`src/design/ibm_pkg.sv`:
```
`timescale 1ns / 1ps
// ----------------------------------------------------------------------------
// ibm_pkg
// Shared types and constants for the incremental block mean.
// ----------------------------------------------------------------------------
package ibm_pkg;

   localparam int COUNT_BITS   = 16;
   localparam int DIVISOR_BITS = COUNT_BITS + 1;

   typedef logic [COUNT_BITS-1:0]   count_type;
   typedef logic [DIVISOR_BITS-1:0] divisor_type;

   localparam count_type   BLOCK_SIZE_RESET = count_type'(16);
   localparam divisor_type COUNT_FULL       = divisor_type'(1) << COUNT_BITS;

endpackage

```
`src/design/ibm_divider.sv`:
```
`timescale 1ns / 1ps
// ----------------------------------------------------------------------------
// ibm_divider
// Restoring divider, one quotient bit per cycle. The quotient is known to
// fit in SAMPLE_BITS bits, so only that many steps are run.
// ----------------------------------------------------------------------------
module ibm_divider
   import ibm_pkg::*;
#(
   parameter int SAMPLE_BITS = 10
) (
   input  logic                                clock,
   input  logic                                reset,
   input  logic                                start,
   input  logic [COUNT_BITS+SAMPLE_BITS-1:0]   dividend,
   input  divisor_type                         divisor,
   output logic                                done,
   output logic [SAMPLE_BITS-1:0]              quotient
);

   localparam int W          = COUNT_BITS + SAMPLE_BITS;
   localparam int STEP_BITS  = $clog2(SAMPLE_BITS);

   logic                   running_ff, running_in;
   logic                   done_ff, done_in;
   logic [STEP_BITS-1:0]   step_ff, step_in;
   logic [W-1:0]           rem_ff, rem_in;
   logic [W-1:0]           dsr_ff, dsr_in;
   logic [SAMPLE_BITS-1:0] quo_ff, quo_in;
   logic [W:0]             diff;

   assign diff = {1'b0, rem_ff} - {1'b0, dsr_ff};

   always_comb begin
      running_in = running_ff;
      done_in    = 1'b0;
      step_in    = step_ff;
      rem_in     = rem_ff;
      dsr_in     = dsr_ff;
      quo_in     = quo_ff;
      if (start && !running_ff) begin
         running_in = 1'b1;
         step_in    = STEP_BITS'(SAMPLE_BITS - 1);
         rem_in     = dividend;
         dsr_in     = {divisor, {(SAMPLE_BITS-1){1'b0}}};
         quo_in     = '0;
      end else if (running_ff) begin
         if (!diff[W]) begin
            rem_in = diff[W-1:0];
         end
         quo_in = {quo_ff[SAMPLE_BITS-2:0], ~diff[W]};
         dsr_in = dsr_ff >> 1;
         step_in = step_ff - STEP_BITS'(1);
         if (step_ff == '0) begin
            running_in = 1'b0;
            done_in    = 1'b1;
         end
      end
   end

   always_ff @(posedge clock) begin
      if (reset) begin
         running_ff <= 1'b0;
         done_ff    <= 1'b0;
         step_ff    <= '0;
      end else begin
         running_ff <= running_in;
         done_ff    <= done_in;
         step_ff    <= step_in;
      end
   end

   always_ff @(posedge clock) begin
      rem_ff <= rem_in;
      dsr_ff <= dsr_in;
      quo_ff <= quo_in;
   end

   assign done     = done_ff;
   assign quotient = quo_ff;

endmodule

```
`src/design/incremental_block_mean.sv`:
```
`timescale 1ns / 1ps
// ----------------------------------------------------------------------------
// incremental_block_mean
// Running truncated mean of converter samples, emitted once per block.
// ----------------------------------------------------------------------------
// Each accepted sample updates mean = (count*mean + sample) / (count+1),
// truncated at every step. When the count reaches csr block size (zero
// means 65536, and a block always closes at 65536) the mean is sent on the
// rsp channel and the mean and count clear. A new sample is accepted only
// once the previous one is done: after the accept cycle come the multiply,
// the divide launch, the restoring divider (one quotient bit per cycle), a
// step to see the divider finish, and the commit. req_stall is high for all
// but the accept cycle; a closing sample also waits in the commit step
// while a previous result is unread. Writing csr changes only the block
// size; mean and count are kept.
// ----------------------------------------------------------------------------
module incremental_block_mean
   import ibm_pkg::*;
#(
   parameter int SAMPLE_BITS = 10
) (
   input  logic                   clock,
   input  logic                   reset,
   input  logic                   req_valid,
   output logic                   req_stall,
   input  logic [SAMPLE_BITS-1:0] req_sample,
   output logic                   rsp_valid,
   input  logic                   rsp_stall,
   output logic [SAMPLE_BITS-1:0] rsp_block_average,
   input  logic                   csr_wr_en,
   input  count_type              csr_wr_data
);

   localparam int W = COUNT_BITS + SAMPLE_BITS;

   typedef enum logic [1:0] {ST_IDLE, ST_MUL, ST_DIV, ST_FIN} state_type;

   state_type              state_ff;
   count_type              block_size_ff;
   count_type              count_ff;
   logic [SAMPLE_BITS-1:0] mean_ff;
   logic [SAMPLE_BITS-1:0] last_average_ff;
   logic                   rsp_valid_ff;
   logic                   div_start_ff;
   logic [SAMPLE_BITS-1:0] sample_ff;
   logic [W-1:0]           weighted_ff, weighted_in;

   divisor_type            next_count;
   divisor_type            limit;
   logic                   close;
   logic                   result_load;
   logic                   req_accept;
   logic                   div_done;
   logic [SAMPLE_BITS-1:0] div_quotient;

   assign req_accept  = req_valid && !req_stall;
   assign req_stall   = (state_ff != ST_IDLE);
   assign next_count  = {1'b0, count_ff} + divisor_type'(1);
   assign limit       = (block_size_ff == '0) ? COUNT_FULL : {1'b0, block_size_ff};
   assign close       = (next_count == limit) || next_count[COUNT_BITS];
   assign result_load = (state_ff == ST_FIN) && close && !(rsp_valid_ff && rsp_stall);
   assign weighted_in = W'(count_ff) * W'(mean_ff) + W'(sample_ff);

   ibm_divider #(
      .SAMPLE_BITS(SAMPLE_BITS)
   ) u_divider (
      .clock    (clock),
      .reset    (reset),
      .start    (div_start_ff),
      .dividend (weighted_ff),
      .divisor  (next_count),
      .done     (div_done),
      .quotient (div_quotient)
   );

   always_ff @(posedge clock) begin
      if (reset) begin
         state_ff        <= ST_IDLE;
         block_size_ff   <= BLOCK_SIZE_RESET;
         count_ff        <= '0;
         mean_ff         <= '0;
         last_average_ff <= '0;
         rsp_valid_ff    <= 1'b0;
         div_start_ff    <= 1'b0;
      end else begin
         div_start_ff <= (state_ff == ST_MUL);
         if (csr_wr_en) begin
            block_size_ff <= csr_wr_data;
         end
         if (result_load) begin
            rsp_valid_ff <= 1'b1;
         end else if (rsp_valid_ff && !rsp_stall) begin
            rsp_valid_ff <= 1'b0;
         end
         case (state_ff)
            ST_IDLE: begin
               if (req_accept) begin
                  state_ff <= ST_MUL;
               end
            end
            ST_MUL: begin
               state_ff <= ST_DIV;
            end
            ST_DIV: begin
               if (div_done) begin
                  state_ff <= ST_FIN;
               end
            end
            ST_FIN: begin
               if (!close) begin
                  mean_ff  <= div_quotient;
                  count_ff <= next_count[COUNT_BITS-1:0];
                  state_ff <= ST_IDLE;
               end else if (result_load) begin
                  last_average_ff <= div_quotient;
                  mean_ff         <= '0;
                  count_ff        <= '0;
                  state_ff        <= ST_IDLE;
               end
            end
            default: begin
               state_ff <= ST_IDLE;
            end
         endcase
      end
   end

   always_ff @(posedge clock) begin
      if (req_accept) begin
         sample_ff <= req_sample;
      end
      if (state_ff == ST_MUL) begin
         weighted_ff <= weighted_in;
      end
   end

   assign rsp_valid         = rsp_valid_ff;
   assign rsp_block_average = last_average_ff;

   a_rsp_from_commit: assert property (@(posedge clock) disable iff (reset)
      $rose(rsp_valid_ff) |-> $past(state_ff == ST_FIN && close))
      else $error("result raised outside a closing commit");

   a_div_done_in_div: assert property (@(posedge clock) disable iff (reset)
      div_done |-> (state_ff == ST_DIV))
      else $error("divider finished outside the divide state");

   a_mean_bounded: assert property (@(posedge clock) disable iff (reset)
      (state_ff == ST_FIN) |-> ((div_quotient <= mean_ff) || (div_quotient <= sample_ff)))
      else $error("new mean exceeds both old mean and sample");

endmodule

```
`config.mk`:
```
export PLATFORM = sky130hd
export DESIGN_NAME = incremental_block_mean
export DESIGN_NICKNAME = d
export VERILOG_FILES = /design/src/design/ibm_pkg.sv /design/src/design/ibm_divider.sv /design/src/design/incremental_block_mean.sv
export SDC_FILE = /design/constraint.sdc
export NUM_CORES = 1
export LEC_CHECK = 0
export BUFFER_PORTS_ARGS = -buffer_cell sky130_fd_sc_hd__buf_2
export CORE_MARGIN = 1
export CORE_UTILIZATION = 58
export DETAILED_ROUTE_END_ITERATION = 16
export GPL_ROUTABILITY_DRIVEN = 0
export PLACE_DENSITY = 0.76
export SYNTH_ARGS = -nofsm -noshare
export SYNTH_HDL_FRONTEND = slang
export SYNTH_SLANG_ARGS = --single-unit
```
`constraint.sdc`:
```
create_clock -name clock -period 5.3 [get_ports clock]
set_input_delay 0.53 -clock clock [delete_from_list [all_inputs] [get_ports clock]]
set_output_delay 0.53 -clock clock [all_outputs]
set_load 0.05 [all_outputs]
```
Word-level counts from Yosys, hierarchy flattened --
Index checks and enable logic that the tools add are counted. W data, S select, Z words.
Storage, ports and cells: register bits 160, input bits 31, output and inout port bits 12, logic and storage cells 79
Cells by class: add/sub/neg operators 4, $mul 1, eq/ne operators 9, multiplexer cells 23, bitwise operators 2, reduce and logical (&&, ||, !) cells 23
Operator list (number):
- $mux W26 | 5
- $mux W16 | 2
- $sub A26 B26 Y27 | 1
- $add A26 B10 Y26 | 1
- $mul A16 B10 Y26 | 1
- $mux W10 | 2
- $add A16 B1 Y17 const B | 1
- $eq A17 B17 Y1 | 1
- $mux W17 | 1
- $logic_not A16 Y1 | 1
- $mux W2 | 4
- $mux W4 | 2
- $pmux W2 S4 | 1
- $logic_and A1 B1 Y1 | 6
- $mux W1 | 6
- $reduce_and A3 Y1 | 2
- $reduce_bool A2 Y1 | 3
- $eq A2 B2 Y1 const B | 2
- $logic_not A1 Y1 | 4
- $logic_not A4 Y1 | 1
- $ne A2 B1 Y1 const B | 2
- $ne A2 B2 Y1 const B | 2
- $reduce_and A2 Y1 | 2
- $sub A4 B1 Y4 const B | 1
- other kinds (7) | 8

Longest topological paths before layout --
word-level depth 9, gate-level depth with buffers 22, gate-level depth less buffers 20

By module --
A second synthesis with hierarchy kept.
Second synthesis, totals: cell total of the unflattened synthesis 1449, area total of the unflattened synthesis 13520.5 um^2
Modules (own cells, without submodules):
- incremental_block_mean | times used 1, cells an instance 1000, area an instance 9411.5 um^2, sequential area each 2202.1 um^2
- ibm_divider | times used 1, cells an instance 449, area an instance 4108.9 um^2, sequential area each 1791.7 um^2

Worst setup path after synthesis --
No wires, ideal clock.
path kind flip-flop to flip-flop, start reg count_ff[8], end reg weighted_ff[22], data pin, library setup time 0.259 ns, arrival 5.525 ns, required time 5.041 ns, path slack -0.484 ns, cell stages (with the launch flop) 20, buffers on the path 2, period minus slack after synthesis 5.784 ns, cell sequence dfxtp_1 clkbuf_1 clkbuf_1 nand2_1 fa_1 fa_1 inv_1 fa_1 fa_1 inv_1 fa_1 inv_1 ha_1 nand2_1 o21a_1 a21oi_1 a211oi_1 o31ai_1 nor4b_1 a211o_1
On the way: longest elaborated chain between the ends 2
Ends and longest elaborated chain:
- start, declared | RTL line incremental_block_mean.sv:40 | count_type count_ff;
- start signal, assigned | RTL line incremental_block_mean.sv:112 | count_ff <= next_count[COUNT_BITS-1:0];
- $mul A16 B10 Y26 | RTL line incremental_block_mean.sv:62 | assign weighted_in = W'(count_ff) * W'(mean_ff) + W'(sample_ff);
- $add A26 B10 Y26 | RTL line incremental_block_mean.sv:62
- net weighted_in[22] | RTL line incremental_block_mean.sv:46 | logic [W-1:0] weighted_ff, weighted_in;
- end signal, assigned | RTL line incremental_block_mean.sv:133 | weighted_ff <= weighted_in;
- end, declared | RTL line incremental_block_mean.sv:46
The timed path passes the listed nets, and every way through them passes these cells. A chain may end at the register's enable or synchronous reset.

Worst setup path after layout --
start reg count_ff[3], end reg weighted_ff[22], data pin
The elaborated chain is that of the path after synthesis.

==> impl_results.md <==
- Status: complete, no violations
- TritonCTS clock tree: built
- MaxCap Viol Count: 0
- Data arrival, critical path: 5.33 ns
- DR vias: 10900
- DP Worst Slack: 0.0386 ns
- Final Setup Violations: 0
- DRT antenna net count: 0
- Synth top area share: 17.4%
- Die area: 24700 um2
- Post-detail-place hpwl: 26300 um
- Largest net degree at the start of global routing: about 70
- Netlist cell types: 70
- PwrDens: between 300 and 400 nW/um2
- Worst Max-Slew Pin Slew: between 1 and 1.5 ns
- HP Class: in -> reg
- Diodes inserted: 0
- Initial DRC Count: 963
- R2R cell count: 19
- Rel. slew slack: 22.4%
- Worst-case clock buffer depth: 2
- Maximum clock frequency: 0.194 GHz
- Pins Over Slew Limit: 0
- Synth warnings: 0
- Largest driver fanout on the critical path: 6
- Worst hold endpoint: sample_ff[9]
- Die width: between 150 and 200 um
- Clk Latency, worst-skew pair: 0.44 ns
- Top FF cell, synth: dfxtp_1
- Ys async rst share: 0%
- Worst R2R Start: count_ff[3]
- Final hold viol count: 0
- Syn Inst Count: 1515
- Chip height: 157 um
- Final core occ: 65.3%
- Tcrit/Tclk final: 97.2%
- CTS clk-pin slew, worst paths: 0.07 ns
- Xor/xnor share of the synthesized area: 3.96%
- Ratio of cells with drive above 1 in the final layout: 12.1%
- Critical path type: reg -> reg
- Hold Path Stages: 1
- Root Driver: clkbuf_16
- Post-Synth Adder-Cell Area: between 20% and 30%
- CTS buffer count: 17
- Compound-Gate Fraction of Synth Area: between 10% and 20%
- Final nets: 1809
- Final WS setup: 0.150 ns
- Mapped Area: 13900 um2
- GR Util All Layers: between 20% and 30%
- Crit. End Element: flop
- First-pass detailed-route iteration total: 5
- Post-synth EDFFs: 79
- Cell taking the most area after synthesis: fa_1
- Hold slack final: between 0.2 and 0.3 ns
- Mux contribution to synthesized area: 2.75%
- LEAKAGE: 6.85 nW
- Avg Cell Area, Syn: just over 9 um2
- Non-filler instance count after layout: 1886
- Period minus WS final: between 5 and 6 ns
- Placed cells: 1852
- R2R Path End: weighted_ff[22]
- Setup TNS: 0 ns
- Hold_buf cts: 0
- Port bufs: 42
- Core Region: 23500 um2
- Layout area overhead: 10.3%
- Maximum vdd ir drop: around 0.32 mV
- Sequential area share after synthesis: 28.6%
- H-tree depth: 4
- Detailed Route WL: around 34000 um
- Vias per cell: 5.77
- Main combinational cell family by area after synthesis: adder cells
- R2R Setup Slk: ~0.15 ns
- Starting Density: between 50% and 60%
- Yosys reg bits: between 150 and 200
- WL/cell: 18.3 um
- Crit path launch type: flop
- Worst path required time: 5.48 ns
- Top post-synthesis cells by area: fa_1 17%, edfxtp_1 17%, dfxtp_1 12%
- I/O pin count: 43
- Global route total overflow: 0
- First-pass GRT wire length: 54900 um
- Post-synthesis simple-gate area fraction: 18.3%
- Clock sink count: 160
- HP Start: req_sample[9]
- Row Count: between 50 and 60
- Post-Synthesis Net Count: 1770
- Number of global-route vias before repair: ~11000
- Final Skew: 0.0152 ns
- Drc violations: 0
- Antenna violations before repair: 0
==> state kept, by name (all words and copies together) (netlist names), 16 cells and up <==
| register | flops |
|---|---|
| weighted_ff | 26 |
| u_divider.dsr_ff | 26 |
| u_divider.rem_ff | 26 |
| count_ff | 16 |
| block_size_ff | 16 |
==> Yosys cell counts, types with 8 or more instances <==
cell type,instances
ha_1,103
o21ai_0,61
o21a_1,8
nor2b_1,13
a31oi_1,8
nand3_1,28
and2_1,86
nand2b_1,54
inv_1,210
nor2_1,72
edfxtp_1,79
and3_1,9
nor4_1,9
o31ai_1,12
o211ai_1,9
mux2i_1,36
xnor2_1,37
a21o_1,19
a22o_1,13
fa_1,121
xor2_1,19
clkbuf_1,58
a211oi_1,12
a21oi_1,62
dfxtp_1,81
nor3_1,17
nand4_1,9
nand2_1,173
==> worst max path at each step <==
stage                 from               to  slack (ns)  depth (start not counted)
6_report       count_ff[3]  weighted_ff[22]        0.15                         19
5_1_grt        count_ff[5]  weighted_ff[21]       -0.02                         22
3_3_place_gp   count_ff[5]  weighted_ff[22]        0.16                         18
2_1_floorplan  count_ff[8]  weighted_ff[22]       -0.02                         19
4_1_cts         mean_ff[2]  weighted_ff[25]       0.009                         20
3_5_place_dp    mean_ff[2]  weighted_ff[25]        0.04                         19
==> layout by cell type (no fill, tap or decap), types with 27 or more instances in the layout <==
cell type | synthesis | layout
fa_1 | 121 | 120
and2_1 | 86 | 84
inv_1 | 210 | 210
o21ai_0 | 61 | 58
nand3_1 | 28 | 27
mux2i_1 | 36 | 36
edfxtp_1 | 79 | 79
a21oi_1 | 62 | 56
xnor2_1 | 37 | 37
dfxtp_1 | 81 | 65
nor2_1 | 72 | 72
buf_4 | 5 | 49
nand2_1 | 173 | 173
ha_1 | 103 | 98
nand2b_1 | 54 | 54
buf_2 | 7 | 42
==> worst max-delay path, stage by stage (launching register included) <==
cell	delay, ns
dfxtp_4	0.37
and2_4	0.16
fa_1	0.54
inv_1	0.06
fa_1	0.53
inv_1	0.07
fa_2	0.39
fa_1	0.51
inv_1	0.05
fa_1	0.52
inv_1	0.06
ha_4	0.28
buf_4	0.13
nand2_1	0.06
o21a_1	0.19
a21oi_2	0.16
a211oi_2	0.11
o31ai_2	0.32
nor4b_1	0.09
a211o_1	0.28
==> area by class of cell <==
class	instances	area, um2
multi-input cells	1069	8920
fillers	1899	8170
flip-flops and latches	160	4030
inverters	210	788
repair buffers	96	634
clock buffers	20	489
well taps	319	399
clock inverters	12	115
==> layer usage <==
metal  up-vias  routed length (um)  global-route usage [%]
li1       5065                   -                       -
met1      5353               14900                    38.7
met2       393               15700                    46.9
met3        77                2290                    5.64
met4         0                1500                    14.2
met5         -                   0                       0
==> metrics by stage <==
step | power (mW) | cell area (um2)
global placement | 3.85 | 14600
CTS | 5.25 | 15200
floorplan | 3.44 | 14000
finish | 5.26 | 15400
global route | 5.58 | 15400
detailed placement | 3.93 | 14600
==> what timing repair did <==
| action | 4_1_cts | 5_1_grt |
|---|---|---|
| resized for setup | 0 | 44 |
| setup endpoints to repair | 0 | 12 |
| buffers inserted | 0 | 2 |
==> kinds of logic after synthesis <==
group | Yosys count
AOI/OAI and AO/OA | 247
buffers and inverters | 286
adders and majority gates | 224
muxes | 38
and+or+nand+nor | 501
DFF | 160
xor gates and xnor gates | 59
==> power breakdown <==
| group | leakage [nW] | total (mW) | internal, mW | switching, mW |
|---|---|---|---|---|
| clock network | 0.301 | 1.28 | 0.688 | 0.593 |
| registers | 1.42 | 1.92 | 1.75 | 0.168 |
| logic | 5.14 | 2.06 | 0.809 | 1.26 |
| total | 6.85 | 5.26 | 3.25 | 2.02 |
No activity file was read; power rests on OpenSTA's default activity.
